==> config.mk <==
export PLATFORM = sky130hd
export DESIGN_NAME = packed_word_decoder_top
export DESIGN_NICKNAME = d
export VERILOG_FILES = /design/src/sv/pwd_pkg.sv /design/src/sv/pwd_core.sv /design/src/sv/packed_word_decoder_top.sv
export SDC_FILE = /design/constraint.sdc
export NUM_CORES = 1
export LEC_CHECK = 0
export BUFFER_PORTS_ARGS = -buffer_cell sky130_fd_sc_hd__buf_2
export CAP_MARGIN = 0
export CORE_MARGIN = 2
export CORE_UTILIZATION = 39
export CTS_BUF_LIST = sky130_fd_sc_hd__clkbuf_8
export CTS_CLUSTER_DIAMETER = 200
export DETAILED_ROUTE_END_ITERATION = 7
export MAX_ROUTING_LAYER = met4
export SYNTH_ARGS = -nofsm -noshare
export SYNTH_HDL_FRONTEND = slang
export SYNTH_SLANG_ARGS = --single-unit
==> constraint.sdc <==
create_clock -name i_clk -period 11.1 [get_ports i_clk]
set_clock_uncertainty 0.05 [all_clocks]
set_input_delay 2.22 -clock i_clk [delete_from_list [all_inputs] [get_ports i_clk]]
set_output_delay 2.22 -clock i_clk [all_outputs]
set_load 0.01 [all_outputs]
==> src/sv/pwd_pkg.sv <==
package pwd_pkg;

    // Command codes
    localparam logic CMD_SEGMENT = 1'b0;
    localparam logic CMD_BYTE    = 1'b1;

    // Decoder phase codes
    localparam logic [2:0] PH_TAG     = 3'd0;
    localparam logic [2:0] PH_DATA    = 3'd1;
    localparam logic [2:0] PH_ZCOUNT  = 3'd2;
    localparam logic [2:0] PH_LCOUNT  = 3'd3;
    localparam logic [2:0] PH_LITERAL = 3'd4;

    // Result status codes
    localparam logic [1:0] STATUS_OK       = 2'd0;
    localparam logic [1:0] STATUS_OVERFLOW = 2'd1;
    localparam logic [1:0] STATUS_NO_SEG   = 2'd2;

    localparam logic [7:0] ALL_NONZERO_TAG = 8'hff;
    localparam logic [3:0] WORD_BYTES      = 4'd8;

    typedef struct packed {
        logic [63:0] word_data;
        logic [8:0]  repeat_count;
        logic        segment_end;
        logic [1:0]  status;
    } t_result;

    // Lowest set tag bit at or above position from; WORD_BYTES if none
    function automatic logic [3:0] next_set(input logic [7:0] tag, input logic [3:0] from);
        logic [3:0] pos;
        pos = WORD_BYTES;
        for (int i = 7; i >= 0; i--) begin
            if (tag[i] && (4'(i) >= from)) begin
                pos = 4'(i);
            end
        end
        return pos;
    endfunction

endpackage

==> src/sv/pwd_core.sv <==
module pwd_core (
    input  logic             i_clk,
    input  logic             i_rst_n,
    input  logic             i_fire,
    input  logic             i_cmd,
    input  logic [19:0]      i_segment_words,
    input  logic [7:0]       i_packed_byte,
    output logic             o_res_valid,
    output pwd_pkg::t_result o_res
);

    logic [2:0]  r_phase,       n_phase;
    logic [7:0]  r_tag,         n_tag;
    logic [3:0]  r_cursor,      n_cursor;
    logic [63:0] r_word,        n_word;
    logic [19:0] r_words_left,  n_words_left;
    logic [7:0]  r_lit_left,    n_lit_left;
    logic [2:0]  r_lit_idx,     n_lit_idx;

    logic [63:0] data_merged;
    logic [63:0] lit_merged;
    logic [3:0]  cursor_next;
    logic [19:0] words_m1;
    logic [7:0]  lit_left_m1;
    logic [8:0]  run_len;
    logic [19:0] words_after_run;

    // Byte placement and helper values
    always_comb begin
        data_merged     = r_word | ({56'd0, i_packed_byte} << {r_cursor[2:0], 3'b000});
        lit_merged      = r_word | ({56'd0, i_packed_byte} << {r_lit_idx, 3'b000});
        cursor_next     = pwd_pkg::next_set(r_tag, {1'b0, r_cursor[2:0]} + 4'd1);
        words_m1        = r_words_left - 20'd1;
        lit_left_m1     = r_lit_left - 8'd1;
        run_len         = 9'd1 + {1'b0, i_packed_byte};
        words_after_run = r_words_left - 20'(run_len);
    end

    // Per-transaction decode
    always_comb begin
        n_phase      = r_phase;
        n_tag        = r_tag;
        n_cursor     = r_cursor;
        n_word       = r_word;
        n_words_left = r_words_left;
        n_lit_left   = r_lit_left;
        n_lit_idx    = r_lit_idx;
        o_res_valid  = 1'b0;
        o_res        = '0;

        if (i_fire) begin
            if (i_cmd == pwd_pkg::CMD_SEGMENT) begin
                n_phase      = pwd_pkg::PH_TAG;
                n_tag        = '0;
                n_cursor     = '0;
                n_word       = '0;
                n_words_left = i_segment_words;
                n_lit_left   = '0;
                n_lit_idx    = '0;
            end else begin
                unique case (r_phase) inside
                    pwd_pkg::PH_DATA: begin
                        n_cursor = cursor_next;
                        if (cursor_next == pwd_pkg::WORD_BYTES) begin
                            if (r_tag == pwd_pkg::ALL_NONZERO_TAG) begin
                                n_phase = pwd_pkg::PH_LCOUNT;
                                n_word  = data_merged;
                            end else begin
                                n_words_left       = words_m1;
                                n_phase            = pwd_pkg::PH_TAG;
                                n_word             = '0;
                                o_res_valid        = 1'b1;
                                o_res.word_data    = data_merged;
                                o_res.repeat_count = 9'd1;
                                o_res.segment_end  = (words_m1 == 20'd0);
                                o_res.status       = pwd_pkg::STATUS_OK;
                            end
                        end else begin
                            n_word = data_merged;
                        end
                    end
                    pwd_pkg::PH_ZCOUNT, pwd_pkg::PH_LCOUNT: begin
                        o_res_valid = 1'b1;
                        if ({12'd0, i_packed_byte} > words_m1) begin
                            // run passes the segment end: abort
                            n_phase           = pwd_pkg::PH_TAG;
                            n_tag             = '0;
                            n_cursor          = '0;
                            n_word            = '0;
                            n_words_left      = '0;
                            n_lit_left        = '0;
                            n_lit_idx         = '0;
                            o_res.segment_end = 1'b1;
                            o_res.status      = pwd_pkg::STATUS_OVERFLOW;
                        end else if (r_phase == pwd_pkg::PH_ZCOUNT) begin
                            n_words_left       = words_after_run;
                            n_phase            = pwd_pkg::PH_TAG;
                            o_res.repeat_count = run_len;
                            o_res.segment_end  = (words_after_run == 20'd0);
                            o_res.status       = pwd_pkg::STATUS_OK;
                        end else begin
                            n_words_left       = words_m1;
                            o_res.word_data    = r_word;
                            o_res.repeat_count = 9'd1;
                            o_res.segment_end  = (words_m1 == 20'd0);
                            o_res.status       = pwd_pkg::STATUS_OK;
                            n_word             = '0;
                            if (i_packed_byte == 8'd0) begin
                                n_phase = pwd_pkg::PH_TAG;
                            end else begin
                                n_phase    = pwd_pkg::PH_LITERAL;
                                n_lit_left = i_packed_byte;
                                n_lit_idx  = '0;
                            end
                        end
                    end
                    pwd_pkg::PH_LITERAL: begin
                        if (r_lit_idx != 3'd7) begin
                            n_lit_idx = r_lit_idx + 3'd1;
                            n_word    = lit_merged;
                        end else begin
                            n_lit_idx          = '0;
                            n_words_left       = words_m1;
                            n_lit_left         = lit_left_m1;
                            n_word             = '0;
                            o_res_valid        = 1'b1;
                            o_res.word_data    = lit_merged;
                            o_res.repeat_count = 9'd1;
                            o_res.segment_end  = (words_m1 == 20'd0);
                            o_res.status       = pwd_pkg::STATUS_OK;
                            if (lit_left_m1 == 8'd0) begin
                                n_phase = pwd_pkg::PH_TAG;
                            end
                        end
                    end
                    default: begin
                        // tag byte
                        if (r_words_left == 20'd0) begin
                            o_res_valid  = 1'b1;
                            o_res.status = pwd_pkg::STATUS_NO_SEG;
                        end else begin
                            n_tag  = i_packed_byte;
                            n_word = '0;
                            if (i_packed_byte == 8'd0) begin
                                n_cursor = '0;
                                n_phase  = pwd_pkg::PH_ZCOUNT;
                            end else begin
                                n_cursor = pwd_pkg::next_set(i_packed_byte, 4'd0);
                                n_phase  = pwd_pkg::PH_DATA;
                            end
                        end
                    end
                endcase
            end
        end
    end

    // Decoder state
    always_ff @(posedge i_clk) begin
        if (!i_rst_n) begin
            r_phase      <= pwd_pkg::PH_TAG;
            r_tag        <= '0;
            r_cursor     <= '0;
            r_word       <= '0;
            r_words_left <= '0;
            r_lit_left   <= '0;
            r_lit_idx    <= '0;
        end else begin
            r_phase      <= n_phase;
            r_tag        <= n_tag;
            r_cursor     <= n_cursor;
            r_word       <= n_word;
            r_words_left <= n_words_left;
            r_lit_left   <= n_lit_left;
            r_lit_idx    <= n_lit_idx;
        end
    end

    // A segment start leaves the decoder waiting for a tag with the new length
    a_seg_start: assert property (@(posedge i_clk) disable iff (!i_rst_n)
        (i_fire && i_cmd == pwd_pkg::CMD_SEGMENT) |=>
            (r_phase == pwd_pkg::PH_TAG && r_words_left == $past(i_segment_words)))
        else $error("segment start did not load decoder state");

    // Mid-word phases only exist inside an open segment
    a_open_seg: assert property (@(posedge i_clk) disable iff (!i_rst_n)
        (r_phase != pwd_pkg::PH_TAG) |-> (r_words_left != 20'd0))
        else $error("decoding a word with no segment open");

    // Literal phase always has at least one literal word pending
    a_lit_pending: assert property (@(posedge i_clk) disable iff (!i_rst_n)
        (r_phase == pwd_pkg::PH_LITERAL) |-> (r_lit_left != 8'd0))
        else $error("literal phase with no literal words left");

    // Good results always stand for at least one word
    a_ok_count: assert property (@(posedge i_clk) disable iff (!i_rst_n)
        (o_res_valid && o_res.status == pwd_pkg::STATUS_OK) |-> (o_res.repeat_count != 9'd0))
        else $error("ok result with zero repeat count");

endmodule

==> src/sv/packed_word_decoder_top.sv <==
// Packed zero-byte word decoder.
// Input channel (i_valid / o_ready): one transaction per command. i_cmd 0 opens
// a segment of i_segment_words words; i_cmd 1 delivers one packed byte.
// Output channel (o_valid / i_ready): decoded words, each with a repeat count,
// a segment-end flag and a status (ok, run overflow, byte outside a segment).
// Segment starts and most bytes produce no result; a result comes with the
// last byte of a word, the count byte after a tag of 0 or 0xff, or a tag
// byte outside a segment. Throughput: one transaction per cycle, sustained
// while the skid entry is free. Each byte is registered, decoded against the
// decoder state combinationally and written to the result register or skid.
// A second result register (skid) lets one more transaction be decoded while
// a result waits; o_ready is decoded from register state only and drops only
// when the skid entry and the input register are both full.
// Reset (i_rst_n low, synchronous) empties the pipeline and returns the
// decoder to "no segment open", waiting for a tag byte.
module packed_word_decoder_top (
    input  logic        i_clk,
    input  logic        i_rst_n,
    input  logic        i_valid,
    output logic        o_ready,
    input  logic        i_cmd,
    input  logic [19:0] i_segment_words,
    input  logic [7:0]  i_packed_byte,
    output logic        o_valid,
    input  logic        i_ready,
    output logic [63:0] o_word_data,
    output logic [8:0]  o_repeat_count,
    output logic        o_segment_end,
    output logic [1:0]  o_status
);

    logic             r_in_valid;
    logic             r_in_cmd;
    logic [19:0]      r_in_seg;
    logic [7:0]       r_in_byte;
    logic             r_out_valid;
    pwd_pkg::t_result r_out;
    logic             r_skid_valid;
    pwd_pkg::t_result r_skid;

    logic             dec_fire;
    logic             res_valid;
    pwd_pkg::t_result res;
    logic             out_pop;

    assign dec_fire = r_in_valid && !r_skid_valid;
    assign o_ready  = !r_in_valid || dec_fire;
    assign out_pop  = r_out_valid && i_ready;

    // Input register
    always_ff @(posedge i_clk) begin
        if (!i_rst_n) begin
            r_in_valid <= 1'b0;
        end else if (o_ready) begin
            r_in_valid <= i_valid;
        end
    end

    always_ff @(posedge i_clk) begin
        if (o_ready && i_valid) begin
            r_in_cmd  <= i_cmd;
            r_in_seg  <= i_segment_words;
            r_in_byte <= i_packed_byte;
        end
    end

    pwd_core u_core (
        .i_clk           (i_clk),
        .i_rst_n         (i_rst_n),
        .i_fire          (dec_fire),
        .i_cmd           (r_in_cmd),
        .i_segment_words (r_in_seg),
        .i_packed_byte   (r_in_byte),
        .o_res_valid     (res_valid),
        .o_res           (res)
    );

    // Result register with skid entry
    always_ff @(posedge i_clk) begin
        if (!i_rst_n) begin
            r_out_valid  <= 1'b0;
            r_skid_valid <= 1'b0;
        end else if (!r_out_valid || out_pop) begin
            if (r_skid_valid) begin
                r_out_valid  <= 1'b1;
                r_skid_valid <= 1'b0;
            end else begin
                r_out_valid <= res_valid;
            end
        end else if (res_valid) begin
            r_skid_valid <= 1'b1;
        end
    end

    always_ff @(posedge i_clk) begin
        if (!r_out_valid || out_pop) begin
            if (r_skid_valid) begin
                r_out <= r_skid;
            end else begin
                r_out <= res;
            end
        end else if (res_valid) begin
            r_skid <= res;
        end
    end

    assign o_valid        = r_out_valid;
    assign o_word_data    = r_out.word_data;
    assign o_repeat_count = r_out.repeat_count;
    assign o_segment_end  = r_out.segment_end;
    assign o_status       = r_out.status;

    // Skid entry is only used behind a held result
    a_skid_order: assert property (@(posedge i_clk) disable iff (!i_rst_n)
        r_skid_valid |-> r_out_valid)
        else $error("skid entry filled while result register empty");

    // A decoded result never lands while both result entries are full
    a_no_overrun: assert property (@(posedge i_clk) disable iff (!i_rst_n)
        (r_out_valid && r_skid_valid) |-> !dec_fire)
        else $error("decode while result buffer full");

    // Overflow results always close the segment
    a_overflow_end: assert property (@(posedge i_clk) disable iff (!i_rst_n)
        (o_valid && o_status == pwd_pkg::STATUS_OVERFLOW) |-> o_segment_end)
        else $error("overflow result without segment end");

endmodule
==> run_results.csv, run 1 <==
group,metric,value,unit
setup_path,crit_path_end_kind,"flip-flop",
yosys,synth_area_per_cell,8.73,sq um
setup_path,crit_path_top_delay_cell,"or4_1",
sta,max_freq,222,MHz
power,p_leak,6.73,nW
power,vdd_drop_max,0.0773,mV
yosys,syn-num-nets,1911,
global_routing,antenna_found_initial,0,
yosys,synth_top_cell_by_area,"edfxtp_1",
setup_path,start_kind,"flip-flop",
sta,worst_slew_margin_rel,14.0,%
global_routing,grtUsageTotal,23.2,%
detailed_routing,drt_iter0_markers,1240,
clock_tree,clock_sinks,293,
detailed_routing,vias_per_cell,5.98,
final_layout,antennaDiodeCount,0,
sta,setup_viol,0,
yosys,synth_edf_count,181,
die,start_util,39.6,%
detailed_routing,vias,14700,
clock_tree,postCtsHoldBufs,0,
setup_path,path_class,"reg2reg",
outcome,status,"finished, final reports clean",
setup_path,cp.arrival,4910,ps
detailed_routing,drc,0,
clock_tree,cts_resized,0,
setup_path,cp_max_fo,64,
clock_tree,htreeDepth,2,
clock_tree,cts_buffer_depth,3,
sta,worstMarginPinSlew,1280,ps
clock_tree,postCtsSetupBuffers,0,
yosys,synth_seq_area_share,47.5,%
yosys,synth_cells,1849,
sta,hold_violations,0,
detailed_routing,wirelength,49600,um
clock_tree,cts_buffers,52,
clock_tree,path_clk_slew,60,ps
final_layout,syn2layout_area_growth,11.3,%
final_layout,fin_nets,1939,
yosys,syn_area,16200,sq um
sta,rsz0062_at_grt,"false",
setup_path,critPathMaxStageDelay,640,ps
placed_design,place_congestion,0.969,
yosys,ys.flop_type,"edfxtp_1",
die,rows,74,
final_layout,drive_above_1_share,12.5,%
final_layout,fin_cells,2453,
detailed_routing,drtPass1Iterations,5,
power,power,0.00251,W
yosys,synth.area.top_cells,"edfxtp_1, dfxtp_1, a21oi_1, nand2_1, o22ai_1",
die,die_y,208,um
power,power_density,140,nW/um^2
clock_tree,cts_tree,"done",
global_routing,grt_first_pass_wirelength,78800,um
sta,fin_tns_setup,0,ps
clock_tree,root_buffer,"clkbuf_8",
setup_path,path_cells,"or4_1, nor4_1, xnor2_1, ha_1, a21oi_1, o21ai_0, o22a_1, a31oi_2, and2_2, buf_4, a21oi_1, o21ai_0",
yosys,synth-async-reset-ratio,0,%
die,core_area,40800,sq um
sta,finalMaxSlewViolations,0,
global_routing,grt_start_max_net_pins,84,
detailed_routing,ant_nets,0,
detailed_routing,wl_per_cell,20.2,um
placed_design,post-place-cells,2355,
hold_path,min_path_type,"reg2reg",
sta,period_share,40.6,%
die,dieArea,43100,sq um
yosys,yosys.area.top_type_share,33.7,%
yosys,yosysMostFrequentCell,"nand2_1",
global_routing,grt_overflow,0,
global_routing,grt_pass1_vias,14100,
placed_design,dp_hpwl,29500,um
sta,min_period,4510,ps
yosys,yosys_warnings,0,
setup_path,required,11500,ps
yosys,ys_ff_latch,293,
die,fp.dieW,208,um
die,pin_count,111,
placed_design,io_buffers,110,
clock_tree,clk_latency,650,ps
yosys,ys_types,75,
yosys,synth_common_cells,"nand2_1, a21oi_1, edfxtp_1",
run,maxCapViolations,0,
## registers in the layout, summed over array words and instances (netlist names), 2 cells and up
signal               flops
r_skid                  76
u_core.r_tag             8
u_core.r_lit_left        8
u_core.r_lit_idx         3
u_core.r_cursor          3
u_core.r_words_left     20
o_repeat_count           9
r_in_byte                8
o_word_data             64
u_core.r_phase           3
o_status                 2
r_in_seg                20
u_core.r_word           64
## cell type report
cell class              count  area (sq um)
clock buffers              57           785
clock inverters            41           193
fillers                  4000         22900
inverters                  22          85.1
multi-input cells        1368          7790
flip-flops and latches    293          7680
well taps                 532           666
repair buffers            140           776
## routing by layer
| layer | routed length [um] | GRT usage (%) | share of wire, % | vias to the layer above |
|---|---|---|---|---|
| met3 | 3490 | 4.05 | 7.0 | 119 |
| li1 | - | - | - | 6918 |
| met2 | 22900 | 35.7 | 46 | 600 |
| met5 | 0 | - | 0 | - |
| met4 | 1490 | 8.69 | 3.0 | 0 |
| met1 | 21700 | 30.6 | 44 | 7023 |
## worst paths after layout
check                                                endpoint  cells past startpoint  slack [ps]                           startpoint
worst max-delay path                 o_word_data[1]$_DFFE_PP_                     12        6590  u_core.r_words_left[2]$_SDFFE_PN0P_
worst min-delay path            u_core.r_word[3]$_SDFFE_PN0P_                      2         430        u_core.r_word[3]$_SDFFE_PN0P_
worst max register to register       o_word_data[1]$_DFFE_PP_                     12        6590  u_core.r_words_left[2]$_SDFFE_PN0P_
worst min register to register  u_core.r_word[3]$_SDFFE_PN0P_                      2         430        u_core.r_word[3]$_SDFFE_PN0P_
## cells in the final DEF (no fill, tap or decap), drive strengths merged, types with 6 or more instances in the layout
| master | synthesis | layout |
|---|---|---|
| xor2 | 13 | 13 |
| nand3 | 89 | 89 |
| nor2 | 148 | 148 |
| o31a | 6 | 6 |
| and3 | 7 | 7 |
| o211ai | 10 | 10 |
| dfxtp | 112 | 112 |
| nand3b | 6 | 6 |
| nand2 | 249 | 249 |
| buf | 26 | 140 |
| nor2b | 10 | 10 |
| o21ai | 107 | 107 |
| o31ai | 11 | 11 |
| o22ai | 134 | 134 |
| or2 | 7 | 7 |
| mux2i | 7 | 7 |
| nor3b | 9 | 9 |
| nor4 | 16 | 16 |
| nand2b | 10 | 10 |
| nor3 | 25 | 25 |
| a21oi | 237 | 237 |
| nand4 | 20 | 20 |
| and2 | 10 | 10 |
| a21o | 80 | 80 |
| clkbuf | 140 | 57 |
| xnor2 | 24 | 24 |
| inv | 22 | 37 |
| a2111oi | 9 | 9 |
| or4 | 8 | 8 |
| clkinv | 0 | 24 |
| ha | 28 | 28 |
| a31oi | 19 | 19 |
| edfxtp | 181 | 181 |
## logic make-up after synthesis
family,count (synthesis),share of synthesized area (%)
compound gates,665,25.3
xor+xnor,37,2.01
fa+ha+maj,29,2.29
buf+inv,188,4.54
flops,293,47.5
mux,8,0.504
simple gates,629,17.8
## critical path, delay by kind of cell, from the launching register on
kind / cells / cell delay [ps]
AOI/OAI and AO/OA: 6 / 1460
and+or+nand+nor: 3 / 1130
xor gates and xnor gates: 1 / 240
DFF: 1 / 410
buffers and inverters: 1 / 610
adders and majority gates: 1 / 330
## report_power, final
group          switching (W)  total (W)  internal [W]
logic               0.000253   0.000367      0.000114
registers          0.0000199    0.00119       0.00117
clock network       0.000481   0.000957      0.000476
total               0.000754    0.00251       0.00176
## stage by stage
step	utilization [%]	setup WS [ps]	instance area [sq um]	hold slack [ps]
finish	44.0	6590	18000	434
detailed placement	41.6	6640	17000	428
CTS	44.0	6660	18000	436
global route	44.0	6250	18000	456
floorplan	-	2890	16200	399
global placement	41.6	6720	17000	419
(Power assumes the default switching activity.)
==> run 2, diff against run 1 <==
- clock period: 11.1 -> 4.6 ns (I/O delays scaled with it)
==> run 2 against run 1 <==
Sequential cell count unchanged. Critical path depth grew 2. Via count is 1.6% higher. Worst hold slack lost 20 ps. Non-clock buffer count is 30 higher. Clock-buffer cell count up 1. Utilization up 0.77 points. First-iteration DRC count is 23% higher. Power rose by 140%. Clock power grew 140%. Combinational power increased to 2.6 times the previous value.
==> run_results.csv, run 2 (synthesized netlist as in run 1, its figures left out) <==
group,metric,value,unit
clock_tree,cts_resized,0,
detailed_routing,vias,14900,
final_layout,layout_commonest_cell,"nand2_1",
detailed_routing,wl_met2,24200,um
die,rows,74,
final_layout,drive_above_1_share,13.7,%
detailed_routing,ant_nets,0,
placed_design,place_congestion,0.953,
final_layout,layout.cells.most_common_list,"nand2_1, a21oi_1, edfxtp_1",
setup_path,cp.arrival,4620,ps
hold_path,min_path_type,"in2reg",
die,dieArea,43100,sq um
placed_design,place_ws,476,ps
sta,rsz0062_at_grt,"false",
placed_design,io_buffers,110,
sta,worst_slew_margin_rel,8.80,%
die,die_y,208,um
power,swShare,29.2,%
power,p_comb_share,15.3,%
setup_path,crit_path_end_kind,"flip-flop",
sta,min_period,4210,ps
clock_tree,cts_buffers,51,
placed_design,dp_hpwl,32200,um
placed_design,dpl-instance-area,17300,sq um
sta,hold_violations,0,
final_layout,final-seq-area,7680,sq um
detailed_routing,met1Wirelength,22600,um
die,pin_count,111,
final_layout,top_register,"r_skid",
setup_path,r2r_setup_slack,390,ps
sta,period_share,91.6,%
detailed_routing,highest_layer,"met4",
die,core_area,40800,sq um
placed_design,post-place-cells,2385,
clock_tree,clk_latency,630,ps
clock_tree,path_clk_slew,70,ps
setup_path,path_class,"reg2reg",
clock_tree,postCtsHoldBufs,0,
final_layout,fin_cells,2482,
clock_tree,cts_buffer_depth,3,
global_routing,grt_start_max_net_pins,103,
final_layout,multiInputGateArea,7770,sq um
detailed_routing,drt_iter0_markers,1523,
power,clock_power_share,37.9,%
global_routing,grt_first_pass_wirelength,80900,um
detailed_routing,drc,0,
sta,fin_tns_setup,0,ps
clock_tree,root_buffer,"clkbuf_8",
run,maxCapViolations,0,
global_routing,grt_pass1_vias,14100,
setup_path,required,5000,ps
final_layout,largest_register_ffs,76,
setup_path,cp_max_fo,35,
clock_tree,cts_tree,"done",
sta,max_freq,237,MHz
die,fp.dieW,208,um
power,p_leak,6.92,nW
detailed_routing,wirelength,51700,um
power,vdd_drop_max,0.228,mV
global_routing,grtUsageTotal,24.0,%
global_routing,grt_overflow,0,
detailed_routing,vias_per_cell,6.00,
setup_path,start_kind,"flip-flop",
detailed_routing,drtPass1Iterations,6,
outcome,status,"finished, final reports clean",
clock_tree,htreeDepth,2,
detailed_routing,route.met3.wl,3450,um
power,p_seq_share,46.8,%
final_layout,fin_nets,1968,
final_layout,fillerInstances,3950,
power,power,0.00612,W
clock_tree,clock_sinks,293,
detailed_routing,wl_per_cell,20.8,um
sta,worstMarginPinSlew,1360,ps
sta,finalMaxSlewViolations,0,
global_routing,antenna_found_initial,2,
sta,finalWorstSetupSlack,386,ps
power,power.switching,0.00179,W
clock_tree,postCtsSetupBuffers,0,
sta,setup_viol,0,
final_layout,final_area,18300,sq um
die,start_util,39.6,%
final_layout,syn2layout_area_growth,13.2,%
power,p_int,0.00433,W
power,power_density,335,nW/um^2
## run 2: worst max-delay path, stage by stage (launching register included)
cell     delay (ps)
dfxtp_1         360
inv_1           160
ha_1            280
or4b_1          560
nor2_1          160
xnor2_1         200
ha_1            310
nand2_1          60
o21ai_0         100
o22a_1          270
a31oi_2         210
and2_2          680
buf_12          300
a21oi_1         120
o21ai_0         180
## run 2: per-layer routing
metal  global-route usage [%]  up-vias
li1                         -     6979
met1                     32.0     7204
met2                     37.9      600
met3                     3.36      109
met4                     7.66        0
met5                        -        -
## run 2: metrics by stage
step | hold slack (ps) | util [%]
floorplan | 399 | -
global placement | 418 | 42.4
detailed placement | 429 | 42.4
CTS | 373 | 44.8
global route | 378 | 44.8
finish | 415 | 44.8
## run 2: layout make-up
type | instances | share of cell area [%]
Clock buffer | 58 | 4.37
Timing Repair Buffer | 170 | 6.02
Tap cell | 532 | 3.64
Multi-Input combinational cell | 1368 | 42.5
Antenna cell | 1 | 0.0137
Inverter | 22 | 0.465
Sequential cell | 293 | 42.0
Clock inverter | 38 | 0.985
## run 2: worst paths after layout
path,from,to,cells after the start
max,u_core.r_words_left[1]$_SDFFE_PN0P_,o_word_data[34]$_DFFE_PP_,14
min,i_segment_words[16],r_in_seg[16]$_DFFE_PP_,1
max reg2reg,u_core.r_words_left[1]$_SDFFE_PN0P_,o_word_data[34]$_DFFE_PP_,14
min reg2reg,u_core.r_word[59]$_SDFFE_PN0P_,u_core.r_word[59]$_SDFFE_PN0P_,2
## run 2: power by group through the flow
stage	sequential [W]	clock [W]	combinational, W
final	0.00287	0.00232	0.000937
after global routing	0.00287	0.00249	0.00101
after CTS	0.00287	0.00238	0.000928
after detailed placement	0.00292	0	0.000924
after global placement	0.00292	0	0.000920
after floorplan	0.00290	0	0.000628
